**src/design/olvl_ram.sv**
```systemverilog
// ----------------------------------------------------------------------------
// olvl_ram - generic single-write, single-read RAM
// One write port and one read port, read data registered.
// ----------------------------------------------------------------------------
module olvl_ram #(
  parameter int WIDTH = 8,
  parameter int DEPTH = 16,
  parameter int AW    = (DEPTH > 1) ? $clog2(DEPTH) : 1
) (
  input  logic             clk,
  input  logic             we,
  input  logic [AW-1:0]    waddr,
  input  logic [WIDTH-1:0] wdata,
  input  logic [AW-1:0]    raddr,
  output logic [WIDTH-1:0] rdata
);

  logic [WIDTH-1:0] mem [DEPTH];

  always_ff @(posedge clk) begin
    if (we) begin
      mem[waddr] <= wdata;
    end
    rdata <= mem[raddr];
  end

endmodule

```
**config.mk**
```make
export PLATFORM = sky130hd
export DESIGN_NAME = olvl_ram
export DESIGN_NICKNAME = d
export VERILOG_FILES = /design/src/design/olvl_ram.sv
export SDC_FILE = /design/constraint.sdc
export NUM_CORES = 1
export LEC_CHECK = 0
export BUFFER_PORTS_ARGS = -buffer_cell sky130_fd_sc_hd__buf_2
export CAP_MARGIN = 10
export CORE_MARGIN = 5
export CORE_UTILIZATION = 43
export CTS_BUF_LIST = sky130_fd_sc_hd__clkbuf_4 sky130_fd_sc_hd__clkbuf_8
export CTS_CLUSTER_DIAMETER = 120
export DETAILED_ROUTE_END_ITERATION = 10
export PLACE_DENSITY = 0.63
export SLEW_MARGIN = 10
export SYNTH_ARGS = -nofsm -noshare
export SYNTH_HDL_FRONTEND = slang
export SYNTH_SLANG_ARGS = --single-unit
```
**constraint.sdc**
```tcl
create_clock -name clk -period 2.1 [get_ports clk]
set_input_delay 0.315 -clock clk [delete_from_list [all_inputs] [get_ports clk]]
set_output_delay 0.315 -clock clk [all_outputs]
set_load 0.01 [all_outputs]
```
==> metrics <==
Setup WS post-layout=753 ps; hold slack=262 ps; Resize count post-CTS=0; fin crit share=64.2%; Synth Warn #=0; total negative slack=0 ps; Slew HR=56.4%; RR Startpoint=mem[2][2]$_DFFE_PP_; die height=119 um; I/O pin total=26; Worst setup SP type=flop; RSZ-0062 raised after global routing=false; Peak VDD IR=0.309 mV; status=complete, no violations; skew final=12.7 ps; Worst-Margin Slew=651 ps; die extent in x=119 um; hold-fix buffer count after cts=0; CP arrival=1670 ps; Setup Buffers After CTS=0; Starting Density=43.4%; GRT overflow=0; r2r endpoint=rdata[2]$_DFF_P_; detailed-route wire length=9400 um; wire per inst=21.2 um; DR vias/cell=5.26; number of core rows=40; Clk Latency, worst-skew pair=440 ps; HP Class=in -> reg; Post-Layout Cell Count=444; drt pass-1 iters=4; CTS root buf=clkbuf_8; final worst path period need=1350 ps; DRC errors left=0; crit end category=flop; layout cells sized above 1=32.7%; total power=0.00538 W; pre-CTS WS=360 ps; vias=2335; clk sinks=136; cts bufs inserted=17; crit path max fanout=1; Pleak=2.02 nW; first-pass GRT wire length=14800 um; vias in the first global route=2549; largest area contributor in the netlist=edfxtp_1; syn nets=247; ANT cells=0; final hold viol count=0; post-synth top area share=74.7%; P&R area growth vs syn=15.4%; Placer Congestion=0.728; CTS max path bufs=2; Cell Area, Synth=0.00515 mm2; largest cells by area after synthesis=edfxtp_1, mux4_2, mux4_1; post-synthesis sequential area ratio=77.8%; Mapped Cells=229; Synth cell types=19; WS Path Type=reg -> reg; register bit total from synthesis=136; Final setup violation count=0; antenna violations before repair=0; largest net degree at the start of global routing=19; # H-tree levels=4; Tot GR Track Use=14.5%; die area=0.0143 mm2; crit path to=rdata[2]$_DFF_P_; Post-Place Cells=412; fmax=742 MHz; reg-to-reg slack, setup=750 ps; Layout fillers=921; MaxCap Viol Count=0; number of I/O port buffers=25; syn_area_per_cell=22.5 um2; nets@finish=302; Worst Setup SP=mem[2][2]$_DFFE_PP_; Reg2Reg Depth=3; worst path required time=2420 ps; hold path cells=1; CTS clk-pin slew, worst paths=70 ps; core footprint=0.0119 mm2; max-slew violation count=0; clock tree from TritonCTS=done; dpl hpwl=6330 um; DRT iter0 DRCs=184; post-route ant nets=0; PD cells=906 mW/mm2
## layer usage
metal	up-vias	global-route usage [%]	wire length (um)
met5	-	0	0
met4	0	6.66	157
met3	13	4.18	357
met2	55	22.5	4710
met1	1186	19.0	4180
li1	1081	-	-
## cells in the final DEF, fill, tap and decap left out
cell,n
a22oi_1,16
buf_2,25
or3b_2,1
mux4_1,14
mux4_2,18
nand2_1,9
and2_1,1
nand2b_1,2
clkbuf_8,19
buf_4,19
buf_12,2
nand3_1,1
nor3_1,4
nor2b_1,1
clkinv_2,7
clkinvlp_4,1
bufinv_16,2
nand3b_1,2
edfxtp_1,128
and2b_1,1
clkbuf_4,3
nor2_1,13
dfxtp_1,8
## Yosys cell counts, drive strengths merged
library cell     n
nand3b           2
edfxtp         128
nand2b           2
dfxtp            8
and2b            1
nand3            1
a22oi           16
nor3             4
nand2            9
mux4            32
nor2b            1
nor2            13
and2             1
buf              7
clkdlybuf4s25    3
or3b             1
## worst min-delay path by stage
stage / start / endpoint
CTS: wdata[5] / mem[12][5]$_DFFE_PP_
detailed placement: mem[13][5]$_DFFE_PP_ / rdata[5]$_DFF_P_
finish: wdata[1] / mem[10][1]$_DFFE_PP_
global placement: mem[12][5]$_DFFE_PP_ / rdata[5]$_DFF_P_
global route: wdata[2] / mem[9][2]$_DFFE_PP_
floorplan: wdata[0] / mem[0][0]$_DFFE_PP_
## power breakdown
group | internal [W] | switching [W]
Sequential | 0.00303 | 0.0000168
Combinational | 0.000125 | 0.000160
Clock | 0.00114 | 0.000906
Total | 0.00430 | 0.00108
## cells by family (layout without fill, tap and decap cells)
group                  after synthesis  count (layout)  share of synthesized area, %
buffers and inverters               10              78                          1.68
AO/OA/AOI/OAI                       16              16                          2.33
flip-flops                         136             136                          77.8
multiplexers                        32              32                          15.0
AND/OR/NAND/NOR                     35              35                          3.18
## state kept, by name, indices dropped and copies added, names as in the netlist
name and count:
rdata 8, mem 128
## critical path, cell delays in order, from the launching register on
cell and delay, ps:
edfxtp_1 360, mux4_1 490, a22oi_1 290, nand2_1 90
## stage by stage
stage          instance area, um2  utilization (%)
6_report                     5940             50.1
5_1_grt                      5940             50.1
4_1_cts                      5940             50.1
3_5_place_dp                 5550             46.8
3_3_place_gp                 5550             46.8
2_1_floorplan                5150                -
## layout make-up
class | count | area, um2 | area share, %
flip-flops and latches | 136 | 4000 | 67.4
multi-input cells | 83 | 1060 | 17.8
repair buffers | 46 | 308 | 5.18
clock buffers | 22 | 284 | 4.78
well taps | 147 | 184 | 3.10
clock inverters | 10 | 103 | 1.73
No activity file was read; power rests on OpenSTA's default activity.
