===== src/design/olvl_pkg.sv =====
// ----------------------------------------------------------------------------
// olvl_pkg - price level order table shared definitions
// Sizes, codes and the result bundle passed from the controller to the
// output register.
// ----------------------------------------------------------------------------
package olvl_pkg;

  localparam int MAX_ORDERS = 64;
  localparam int IDX_W      = (MAX_ORDERS > 1) ? $clog2(MAX_ORDERS) : 1;
  localparam int CNT_W      = $clog2(MAX_ORDERS + 1);
  localparam int KIND_W     = 2;
  localparam int ID_W       = 32;
  localparam int SIZE_W     = 32;
  localparam int STATUS_W   = 2;
  localparam int ORDERS_W   = 7;
  localparam int ENTRY_W    = ID_W + SIZE_W;

  typedef enum logic [KIND_W-1:0] {
    KIND_ADD    = 2'd0,
    KIND_REMOVE = 2'd1,
    KIND_MODIFY = 2'd2
  } kind_t;

  typedef enum logic [STATUS_W-1:0] {
    ST_DONE     = 2'd0,
    ST_DUP      = 2'd1,
    ST_NOTFOUND = 2'd2,
    ST_FULL     = 2'd3
  } status_t;

  typedef enum logic [2:0] {
    S_IDLE,
    S_SCAN,
    S_DRAIN,
    S_CALC,
    S_COMMIT
  } state_t;

  typedef struct packed {
    logic [STATUS_W-1:0] status;
    logic [SIZE_W-1:0]   volume;
    logic [ORDERS_W-1:0] orders;
  } res_t;

  typedef struct packed {
    logic               we;
    logic [IDX_W-1:0]   waddr;
    logic [ENTRY_W-1:0] wdata;
    logic [IDX_W-1:0]   raddr;
  } ram_req_t;

endpackage


===== src/design/olvl_ctrl.sv =====
// ----------------------------------------------------------------------------
// olvl_ctrl - order table controller
// Scans the entry RAM one slot per cycle, finds the matching order and the
// lowest free slot, then updates the table, total volume and order count.
// ----------------------------------------------------------------------------
module olvl_ctrl (
  input  logic                             clk,
  input  logic                             rst_n,
  input  logic                             start,
  input  logic [olvl_pkg::KIND_W-1:0]      kind,
  input  logic [olvl_pkg::ID_W-1:0]        order_id,
  input  logic [olvl_pkg::SIZE_W-1:0]      order_size,
  output logic                             busy,
  output olvl_pkg::ram_req_t               ram_req,
  input  logic [olvl_pkg::ENTRY_W-1:0]     ram_rdata,
  input  logic                             out_free,
  output logic                             res_load,
  output olvl_pkg::res_t                   res
);
  import olvl_pkg::*;

  state_t state_r, state_nxt;

  logic [KIND_W-1:0]     kind_r;
  logic [ID_W-1:0]       id_r;
  logic [SIZE_W-1:0]     size_r;
  logic [IDX_W-1:0]      idx_r;
  logic [IDX_W-1:0]      idx_d_r;
  logic                  iss_r;
  logic                  found_r;
  logic [IDX_W-1:0]      slot_r;
  logic [SIZE_W-1:0]     hit_size_r;
  logic                  free_found_r;
  logic [IDX_W-1:0]      free_idx_r;
  logic [SIZE_W-1:0]     base_r;
  logic [SIZE_W-1:0]     total_r, total_nxt;
  logic [CNT_W-1:0]      count_r, count_nxt;
  logic [MAX_ORDERS-1:0] valid_r, valid_nxt;

  logic [ID_W-1:0]       rd_id;
  logic [SIZE_W-1:0]     rd_size;
  logic                  last_idx;
  logic                  commit;
  logic [STATUS_W-1:0]   status;
  logic [CNT_W+ORDERS_W-1:0] count_ext;

  function automatic logic [SIZE_W-1:0] vol_add(input logic [SIZE_W-1:0] a,
                                                input logic [SIZE_W-1:0] b);
    logic [SIZE_W:0] s;
    s = {1'b0, a} + {1'b0, b};
    return s[SIZE_W] ? {SIZE_W{1'b1}} : s[SIZE_W-1:0];
  endfunction

  function automatic logic [SIZE_W-1:0] vol_sub(input logic [SIZE_W-1:0] a,
                                                input logic [SIZE_W-1:0] b);
    return (b > a) ? '0 : (a - b);
  endfunction

  assign rd_id    = ram_rdata[ENTRY_W-1:SIZE_W];
  assign rd_size  = ram_rdata[SIZE_W-1:0];
  assign last_idx = (idx_r == IDX_W'(MAX_ORDERS - 1));

  // next state
  always_comb begin
    state_nxt = state_r;
    case (state_r)
      S_IDLE:   if (start) state_nxt = S_SCAN;
      S_SCAN:   if (last_idx) state_nxt = S_DRAIN;
      S_DRAIN:  state_nxt = S_CALC;
      S_CALC:   state_nxt = S_COMMIT;
      S_COMMIT: if (out_free) state_nxt = S_IDLE;
      default:  state_nxt = S_IDLE;
    endcase
  end

  // outputs and commit decision
  always_comb begin
    busy          = (state_r != S_IDLE);
    commit        = (state_r == S_COMMIT) && out_free;
    res_load      = commit;
    ram_req.raddr = idx_r;
    ram_req.we    = 1'b0;
    ram_req.waddr = slot_r;
    ram_req.wdata = {id_r, size_r};
    status        = ST_DONE;
    total_nxt     = total_r;
    count_nxt     = count_r;
    valid_nxt     = valid_r;
    case (kind_r)
      KIND_ADD: begin
        if (found_r) begin
          status = ST_DUP;
        end else if (!free_found_r) begin
          status = ST_FULL;
        end else begin
          ram_req.we            = commit;
          ram_req.waddr         = free_idx_r;
          valid_nxt[free_idx_r] = 1'b1;
          count_nxt             = count_r + CNT_W'(1);
          total_nxt             = vol_add(base_r, size_r);
        end
      end
      KIND_REMOVE: begin
        // empty table reports success
        if (count_r == '0) begin
          status = ST_DONE;
        end else if (!found_r) begin
          status = ST_NOTFOUND;
        end else begin
          valid_nxt[slot_r] = 1'b0;
          count_nxt         = count_r - CNT_W'(1);
          total_nxt         = base_r;
        end
      end
      KIND_MODIFY: begin
        if (!found_r) begin
          status = ST_NOTFOUND;
        end else begin
          ram_req.we = commit;
          total_nxt  = vol_add(base_r, size_r);
        end
      end
      default: status = ST_DONE;
    endcase
    count_ext  = {{ORDERS_W{1'b0}}, count_nxt};
    res.status = status;
    res.volume = total_nxt;
    res.orders = count_ext[ORDERS_W-1:0];
  end

  always_ff @(posedge clk) begin
    if (!rst_n) begin
      state_r <= S_IDLE;
      iss_r   <= 1'b0;
      total_r <= '0;
      count_r <= '0;
      valid_r <= '0;
    end else begin
      state_r <= state_nxt;
      iss_r   <= (state_r == S_SCAN);
      if (commit) begin
        total_r <= total_nxt;
        count_r <= count_nxt;
        valid_r <= valid_nxt;
      end
    end
  end

  always_ff @(posedge clk) begin
    idx_d_r <= idx_r;
    if (start && state_r == S_IDLE) begin
      kind_r       <= kind;
      id_r         <= order_id;
      size_r       <= order_size;
      idx_r        <= '0;
      found_r      <= 1'b0;
      free_found_r <= 1'b0;
    end else begin
      if (state_r == S_SCAN && !last_idx) begin
        idx_r <= idx_r + IDX_W'(1);
      end
      // compare stage: RAM data of the slot issued last cycle
      if (iss_r) begin
        if (valid_r[idx_d_r] && rd_id == id_r && !found_r) begin
          found_r    <= 1'b1;
          slot_r     <= idx_d_r;
          hit_size_r <= rd_size;
        end
        if (!valid_r[idx_d_r] && !free_found_r) begin
          free_found_r <= 1'b1;
          free_idx_r   <= idx_d_r;
        end
      end
    end
    // take the old size off before the new one goes on
    if (state_r == S_CALC) begin
      if (found_r && (kind_r == KIND_REMOVE || kind_r == KIND_MODIFY)) begin
        base_r <= vol_sub(total_r, hit_size_r);
      end else begin
        base_r <= total_r;
      end
    end
  end

endmodule


===== config.mk =====
export PLATFORM = sky130hd
export DESIGN_NAME = olvl_ctrl
export DESIGN_NICKNAME = d
export VERILOG_FILES = /design/src/design/olvl_pkg.sv /design/src/design/olvl_ctrl.sv
export SDC_FILE = /design/constraint.sdc
export NUM_CORES = 1
export LEC_CHECK = 0
export BUFFER_PORTS_ARGS = -buffer_cell sky130_fd_sc_hd__buf_2
export CAP_MARGIN = 20
export CORE_ASPECT_RATIO = 0.5
export CORE_UTILIZATION = 40
export CTS_CLUSTER_SIZE = 12
export DETAILED_ROUTE_END_ITERATION = 8
export GPL_TIMING_DRIVEN = 0
export PLACE_DENSITY = 0.7
export SETUP_SLACK_MARGIN = 0.4
export SLEW_MARGIN = 5
export SYNTH_ARGS = -nofsm -noshare
export SYNTH_HDL_FRONTEND = slang
export SYNTH_SLANG_ARGS = --single-unit

===== constraint.sdc =====
create_clock -name clk -period 4.44 [get_ports clk]
set_clock_uncertainty 0.1 [all_clocks]
set_input_delay 0 -clock clk [delete_from_list [all_inputs] [get_ports clk]]
set_output_delay 0 -clock clk [all_outputs]
set_load 0.05 [all_outputs]

==> results_tabular.tex, run 1 <==
\begin{tabular}{lr}
\hline
Metric & Value \\
\hline
\multicolumn{2}{l}{\textbf{Synthesis}} \\
\quad Syn Inst Count & 1560 \\
\quad Post-synthesis register bit count & 263 \\
\quad Number of enable flip-flop cells after synthesis & 142 \\
\quad Ys flop type & sky130\_fd\_sc\_hd\_\_edfxtp\_1 \\
\quad Portion of the post-synthesis area used by sequential elements & 44.2\% \\
\quad Post-synthesis net count & 1767 \\
\quad Cell types occupying the most area after synthesis & sky130\_fd\_sc\_hd\_\_edfxtp\_1, sky130\_fd\_sc\_hd\_\_dfxtp\_1, sky130\_fd\_sc\_hd\_\_ha\_1 \\
\quad Synthesized area per cell & 9.70 um2 \\
\quad Async set or reset register ratio after synthesis & 0\% \\
\quad Cell area after synthesis & 15100 um2 \\
\quad Cell taking the most area after synthesis & sky130\_fd\_sc\_hd\_\_edfxtp\_1 \\
\quad Post-synth cell types & 71 \\
\quad Synth warnings & 0 \\
\quad Share of the synthesized area in the top cell type & 28.2\% \\
\multicolumn{2}{l}{\textbf{Timing}} \\
\quad Post-route setup TNS & 0 ns \\
\quad RSZ-0062 raised after global routing & yes \\
\quad Fin crit share & 89.2\% \\
\quad Actual slew at the worst max-slew pin & 0.987 ns \\
\quad Setup violations, final & 0 \\
\quad Fmax & 0.252 GHz \\
\quad Final Hold Viols & 0 \\
\quad Crit path time final & 3.96 ns \\
\quad Headroom to the max-slew limit & 34.2\% \\
\quad Fin. max-slew vios & 0 \\
\multicolumn{2}{l}{\textbf{Worst hold path}} \\
\quad Worst hold path class & input pin to register \\
\quad Hold path start & order\_size[12] \\
\multicolumn{2}{l}{\textbf{Global route}} \\
\quad First-pass GRT wire length & 76300 um \\
\quad Antenna violations before repair & 1 \\
\quad Pin count of the biggest net entering global routing & 47 \\
\quad Leftover overflow at the end of global routing & 0 \\
\quad Number of global-route vias before repair & 13393 \\
\quad Total Routing Usage GR & 25.3\% \\
\multicolumn{2}{l}{\textbf{Worst setup path}} \\
\quad Worst-path cell chain & ha\_2 > fa\_2 > a211oi\_2 > nor2\_1 > o31ai\_2 > a21oi\_2 > o21bai\_2 > a41oi\_2 > buf\_4 > a211oi\_2 > o21ai\_0 > o21a\_1 > buf\_4 \\
\quad Largest fanout on the critical path & 10 \\
\quad Startpoint of the most critical setup path & size\_r[0]\$\_DFFE\_PP\_ \\
\quad Slowest cell on the critical path & sky130\_fd\_sc\_hd\_\_edfxtp\_1 \\
\quad Largest stage delay on the critical path & 0.40 ns \\
\quad Crit path required time & 4.34 ns \\
\quad Critical path launch point type & register \\
\quad Worst setup path class & register to output port \\
\quad Critical path buffers and inverters & 2 \\
\quad Data arrival time of the worst path & 3.86 ns \\
\quad Origin of the critical flop-to-flop path & idx\_d\_r[1]\$\_DFF\_P\_ \\
\quad Crit-path leading delay family & compound AO/OA/AOI/OAI gates \\
\quad Type of destination of the critical path & output port \\
\multicolumn{2}{l}{\textbf{Placed design}} \\
\quad Final estimated routing congestion in global placement & 0.965 \\
\quad IO Port Bufs & 253 \\
\quad Detailed placer's ending HPWL & 37300 um \\
\quad Total placed cells including tap cells & 2302 \\
\multicolumn{2}{l}{\textbf{Cells and area}} \\
\quad Fraction of layout cells with a size suffix above 1 & 19.6\% \\
\quad Most frequent standard cell in the layout excluding fill and tap cells & sky130\_fd\_sc\_hd\_\_buf\_2 \\
\quad Final core utilization & 52.4\% \\
\quad Commonest non-fill, non-tap cells in the layout & sky130\_fd\_sc\_hd\_\_buf\_2, sky130\_fd\_sc\_hd\_\_nand2\_1, sky130\_fd\_sc\_hd\_\_edfxtp\_1, sky130\_fd\_sc\_hd\_\_o21ai\_0, sky130\_fd\_sc\_hd\_\_dfxtp\_1 \\
\quad Number of nets in the layout & 2164 \\
\quad Synthesis-to-finish area growth & 26.7\% \\
\quad Non-filler cells, final & 2462 \\
\multicolumn{2}{l}{\textbf{Power}} \\
\quad Leakage Power & 0.00743 uW \\
\quad Peak ir drop on the vdd network & 0.264 mV \\
\quad Total power of the final layout & 5870 uW \\
\quad Power density normalized to cell area & 306 nW/um2 \\
\multicolumn{2}{l}{\textbf{Floorplanning}} \\
\quad Initial cell density of the core & 41.3\% \\
\quad Die Outline Area & 38700 um2 \\
\quad Die boundary width & 277 um \\
\quad Number of ports placed on the die boundary & 254 \\
\quad CORE AREA & 36600 um2 \\
\quad Height of the die & 140 um \\
\quad Number of placement rows & 49 \\
\multicolumn{2}{l}{\textbf{Route}} \\
\quad Detail Route Antenna Nets & 0 \\
\quad Number of vias per cell & 5.82 \\
\quad Vias after detailed routing & 14320 \\
\quad Post-route DRC & 0 \\
\quad Wirelength, routed & 51100 um \\
\quad Routed length per placed instance & 20.7 um \\
\quad Number of detailed-route iterations in the first pass & 6 \\
\quad Number of DRC markers in iteration 0 & 1499 \\
\multicolumn{2}{l}{\textbf{Status}} \\
\quad Run status & finished clean \\
\multicolumn{2}{l}{\textbf{Clocking}} \\
\quad Clock latency at the later pin of the worst-skew pair & 0.58 ns \\
\quad TritonCTS clock tree & yes \\
\quad Worst-case clock buffer depth & 3 \\
\quad Number of buffers added by the clock tree synthesis step & 27 \\
\quad Clock transition at path regs & 0.07 ns \\
\quad Root Buffer Master & sky130\_fd\_sc\_hd\_\_clkbuf\_16 \\
\quad H-tree level count & 1 \\
\quad TritonCTS sink count & 263 \\
\multicolumn{2}{l}{\textbf{Run}} \\
\quad Number of max-capacitance violations reported & 0 \\
\hline
\end{tabular}
-- registers in the layout, indices dropped and copies added (netlist names) --
signal,cells
state_r,3
valid_r,64
found_r,1
size_r,32
iss_r,1
idx_d_r,6
idx_r,6
total_r,32
free_idx_r,6
slot_r,6
id_r,32
kind_r,2
count_r,7
hit_size_r,32
base_r,32
free_found_r,1
-- what timing repair did --
action,4_1_cts,5_1_grt
pin swaps,4,6
buffers inserted,2,3
hold buffers,102,0
endpoints found under the hold margin,114,0
setup endpoints to repair,38,41
resized for setup,23,44
-- per-stage QoR --
| step | hold slack [ns] | setup WS [ns] | cell area, um2 |
|---|---|---|---|
| after detailed placement | 0.0781 | 0.326 | 17100 |
| after global placement | 0.0766 | 0.307 | 17000 |
| after global routing | 0.0297 | 0.336 | 19200 |
| after CTS | 0.0211 | 0.400 | 19000 |
| final | 0.0263 | 0.479 | 19200 |
| after floorplan | -0.00113 | 0.522 | 15100 |
-- cells by family (layout without fill, tap and decap cells) --
family | count (synthesis) | in the layout | synth area share [%]
AOI/OAI and AO/OA | 557 | 557 | 24.8
and+or+nand+nor | 412 | 412 | 12.6
DFF | 263 | 263 | 44.2
buffers and inverters | 147 | 564 | 3.89
xor gates and xnor gates | 84 | 84 | 4.86
adders and majority gates | 73 | 73 | 6.14
muxes | 24 | 24 | 3.45
other | 0 | 1 | 0
-- metal layers --
metal | global-route usage, % | share of wire (%) | up-vias
met3 | 4.94 | 9.1 | 127
met4 | 8.77 | 3.4 | 2
li1 | - | - | 6692
met2 | 41.1 | 46 | 691
met1 | 33.7 | 41 | 6808
met5 | 0 | 0.025 | -
-- Yosys cell counts (all sizes together), types with 8 or more instances --
cell	n
nand2	178
o21ai	155
edfxtp	142
dfxtp	121
a21oi	74
a21boi	72
ha	71
nor2	70
inv	66
clkbuf	65
xor2	44
xnor2	40
a221oi	36
a21o	32
nor3	32
nand3	31
o21a	29
o31ai	23
a211oi	22
a31oi	22
mux4	21
nand2b	16
nand4	16
buf	15
nor4	15
a2bb2oi	13
and3	12
o211ai	9
o221a	9
nor2b	8
-- layout make-up --
cell class	instances	area (um2)
antenna	1	2.50
buffer	80	354
clock buffer	44	769
clock inverter	5	56.3
fill	3278	17400
inverter	67	253
multi-input combinational	1150	8030
sequential	263	6690
tap	484	606
timing repair buffer	368	2420
-- power breakdown --
part | internal (uW) | total [uW] | switching, uW
registers | 2620 | 2670 | 47.8
clock network | 1240 | 2230 | 994
logic | 341 | 969 | 628
-- path summary, 6_finish.rpt --
kind	to	slack, ns	depth (start not counted)
worst max-delay path	res[21]	0.48	13
worst min-delay path	size_r[12]$_DFFE_PP_	0.03	2
worst max register to register	free_idx_r[3]$_DFFE_PP_	0.60	6
worst min register to register	idx_d_r[1]$_DFF_P_	0.31	0
(Power assumes the default switching activity.)
==> run 2, diff against run 1 <==
- PLACE_DENSITY: 0.7 -> 0.67
==> run 2 against run 1 <==
  * Final cell count about the same
  * Clock power about the same
  * Power down 0.75%
  * Critical endpoint is now res[23]
  * Critical path type unchanged
==> results_tabular.tex, run 2 (synthesized netlist as in run 1, its figures left out) <==
\begin{tabular}{lr}
\hline
Metric & Value \\
\hline
\multicolumn{2}{l}{\textbf{Status}} \\
\quad Run status & finished clean \\
\multicolumn{2}{l}{\textbf{Power}} \\
\quad Register share of total power & 45.8\% \\
\quad Sw Share & 28.2\% \\
\quad Switching pwr & 1640 uW \\
\quad Power density normalized to cell area & 305 nW/um2 \\
\quad Clock network fraction of total power & 37.8\% \\
\quad Peak ir drop on the vdd network & 0.282 mV \\
\quad Internal power & 4180 uW \\
\quad Total power of the final layout & 5820 uW \\
\quad Leakage Power & 0.00741 uW \\
\quad Power share of the combinational group & 16.4\% \\
\multicolumn{2}{l}{\textbf{Cells and area}} \\
\quad Number of nets in the layout & 2163 \\
\quad Ant. Diodes & 0 \\
\quad Fraction of layout cells with a size suffix above 1 & 18.9\% \\
\quad Most frequent standard cell in the layout excluding fill and tap cells & sky130\_fd\_sc\_hd\_\_buf\_2 \\
\quad Non-filler cells, final & 2460 \\
\quad Commonest non-fill, non-tap cells in the layout & sky130\_fd\_sc\_hd\_\_buf\_2, sky130\_fd\_sc\_hd\_\_nand2\_1, sky130\_fd\_sc\_hd\_\_o21ai\_0, sky130\_fd\_sc\_hd\_\_edfxtp\_1, sky130\_fd\_sc\_hd\_\_dfxtp\_1 \\
\quad Max FFs per register & 64 \\
\quad Synthesis-to-finish area growth & 26.3\% \\
\quad Register name with the most flops & valid\_r \\
\multicolumn{2}{l}{\textbf{Clocking}} \\
\quad Worst-case clock buffer depth & 3 \\
\quad Clock transition at path regs & 0.07 ns \\
\quad Clock latency at the later pin of the worst-skew pair & 0.57 ns \\
\quad TritonCTS sink count & 263 \\
\quad TritonCTS clock tree & yes \\
\quad Number of buffers added by the clock tree synthesis step & 27 \\
\quad H-tree level count & 1 \\
\quad Root Buffer Master & sky130\_fd\_sc\_hd\_\_clkbuf\_16 \\
\multicolumn{2}{l}{\textbf{Worst setup path}} \\
\quad Crit path required time & 4.34 ns \\
\quad Setup slack on the worst flop-to-flop path & 0.61 ns \\
\quad Type of destination of the critical path & output port \\
\quad Origin of the critical flop-to-flop path & idx\_d\_r[1]\$\_DFF\_P\_ \\
\quad Worst-case reg-to-reg path depth & 6 \\
\quad Largest fanout on the critical path & 7 \\
\quad Critical path launch point type & register \\
\quad Worst setup path class & register to output port \\
\quad Terminus of the critical flop-to-flop path & free\_idx\_r[1]\$\_DFFE\_PP\_ \\
\quad Startpoint of the most critical setup path & base\_r[17]\$\_DFFE\_PP\_ \\
\quad Data arrival time of the worst path & 3.85 ns \\
\quad CP Capture Point & res[23] \\
\multicolumn{2}{l}{\textbf{Run}} \\
\quad Number of max-capacitance violations reported & 0 \\
\multicolumn{2}{l}{\textbf{Placed design}} \\
\quad Total placed cells including tap cells & 2304 \\
\quad Detailed placer's ending HPWL & 37400 um \\
\quad Final estimated routing congestion in global placement & 0.978 \\
\quad IO Port Bufs & 253 \\
\quad Worst Setup Slack post-DPL & 0.390 ns \\
\multicolumn{2}{l}{\textbf{Timing}} \\
\quad Fin crit share & 88.9\% \\
\quad Headroom to the max-slew limit & 25.3\% \\
\quad Fmax & 0.253 GHz \\
\quad Post-route setup TNS & 0 ns \\
\quad Final Hold Viols & 0 \\
\quad Final setup margin & 0.491 ns \\
\quad RSZ-0062 raised after global routing & yes \\
\quad Fin. max-slew vios & 0 \\
\quad Setup violations, final & 0 \\
\quad Actual slew at the worst max-slew pin & 1.11 ns \\
\quad Crit path time final & 3.95 ns \\
\multicolumn{2}{l}{\textbf{Floorplanning}} \\
\quad Initial cell density of the core & 41.3\% \\
\quad Number of placement rows & 49 \\
\quad Number of ports placed on the die boundary & 254 \\
\quad Height of the die & 140 um \\
\quad CORE AREA & 36600 um2 \\
\quad Die Outline Area & 38700 um2 \\
\quad Die boundary width & 277 um \\
\multicolumn{2}{l}{\textbf{Route}} \\
\quad Wire length on met2 & 23100 um \\
\quad Routed length per placed instance & 20.5 um \\
\quad Post-route DRC & 0 \\
\quad Number of detailed-route iterations in the first pass & 7 \\
\quad Detail Route Antenna Nets & 0 \\
\quad Routed length on met3 & 4140 um \\
\quad Number of DRC markers in iteration 0 & 1436 \\
\quad Wl on met1 & 21700 um \\
\quad Vias after detailed routing & 14081 \\
\quad Number of vias per cell & 5.72 \\
\quad Wirelength, routed & 50500 um \\
\quad Top layer in use & met4 \\
\multicolumn{2}{l}{\textbf{Global route}} \\
\quad Antenna violations before repair & 0 \\
\quad Pin count of the biggest net entering global routing & 41 \\
\quad Leftover overflow at the end of global routing & 0 \\
\quad Total Routing Usage GR & 25.3\% \\
\quad First-pass GRT wire length & 76200 um \\
\quad Number of global-route vias before repair & 13387 \\
\multicolumn{2}{l}{\textbf{Worst hold path}} \\
\quad Worst hold path class & input pin to register \\
\hline
\end{tabular}
==> run 2: final cells by class <==
cell class,instances,area [um2]
fillers,3243,17500
multi-input cells,1150,7980
flip-flops and latches,263,6690
repair buffers,367,2410
clock buffers,43,756
well taps,484,606
plain buffers,80,353
inverters,67,253
clock inverters,6,71.3
==> run 2: timing repair <==
item	4_1_cts	5_1_grt
pin swaps	6	3
cloned	0	0
buffers inserted	4	1
endpoints found under the hold margin	120	0
hold buffers	102	0
gates resized for setup	22	29
endpoints found under the setup margin	38	46
==> run 2: routing by layer <==
metal	vias to the layer above	track usage (%)
li1	6674	-
met1	6675	34.0
met2	612	41.5
met3	120	4.67
met4	0	7.66
met5	-	0
==> run 2: power groups by stage <==
| stage | combinational (uW) | sequential [uW] | clock, uW |
|---|---|---|---|
| after global placement | 836 | 2720 | 0 |
| final | 955 | 2660 | 2200 |
| after CTS | 934 | 2660 | 2230 |
| after floorplan | 453 | 2830 | 0 |
| after detailed placement | 844 | 2720 | 0 |
| after global routing | 1010 | 2670 | 2330 |
==> run 2: worst max-delay path, stage by stage (launching register included) <==
cell and delay, ns:
sky130_fd_sc_hd__edfxtp_1 0.48, sky130_fd_sc_hd__ha_1 0.32, sky130_fd_sc_hd__clkbuf_2 0.18, sky130_fd_sc_hd__a21oi_1 0.13, sky130_fd_sc_hd__nor2b_1 0.13, sky130_fd_sc_hd__o21a_1 0.14
sky130_fd_sc_hd__nor3b_1 0.05, sky130_fd_sc_hd__o31a_1 0.33, sky130_fd_sc_hd__a41oi_4 0.30, sky130_fd_sc_hd__a21o_1 0.24, sky130_fd_sc_hd__buf_4 0.14, sky130_fd_sc_hd__o21ai_0 0.12
sky130_fd_sc_hd__a2bb2oi_1 0.37, sky130_fd_sc_hd__buf_2 0.34
==> run 2: through the flow <==
stage	util, %	instance area, um2	hold slack [ns]
final	52.2	19100	0.0368
after CTS	52.0	19000	0.0124
after detailed placement	46.6	17100	0.0781
after global routing	52.2	19100	0.0298
after floorplan	-	15100	-0.00113
after global placement	46.5	17000	0.0761
==> run 2: worst min path at each step <==
stage | slack, ns | endpoint | startpoint | depth (start not counted)
floorplan | -0.001 | hit_size_r[0]$_DFFE_PP_ | ram_rdata[0] | 0
global placement | 0.08 | size_r[12]$_DFFE_PP_ | order_size[12] | 1
detailed placement | 0.08 | size_r[23]$_DFFE_PP_ | order_size[23] | 1
CTS | 0.01 | hit_size_r[25]$_DFFE_PP_ | ram_rdata[25] | 2
global route | 0.03 | id_r[26]$_DFFE_PP_ | order_id[26] | 2
finish | 0.04 | id_r[5]$_DFFE_PP_ | order_id[5] | 2
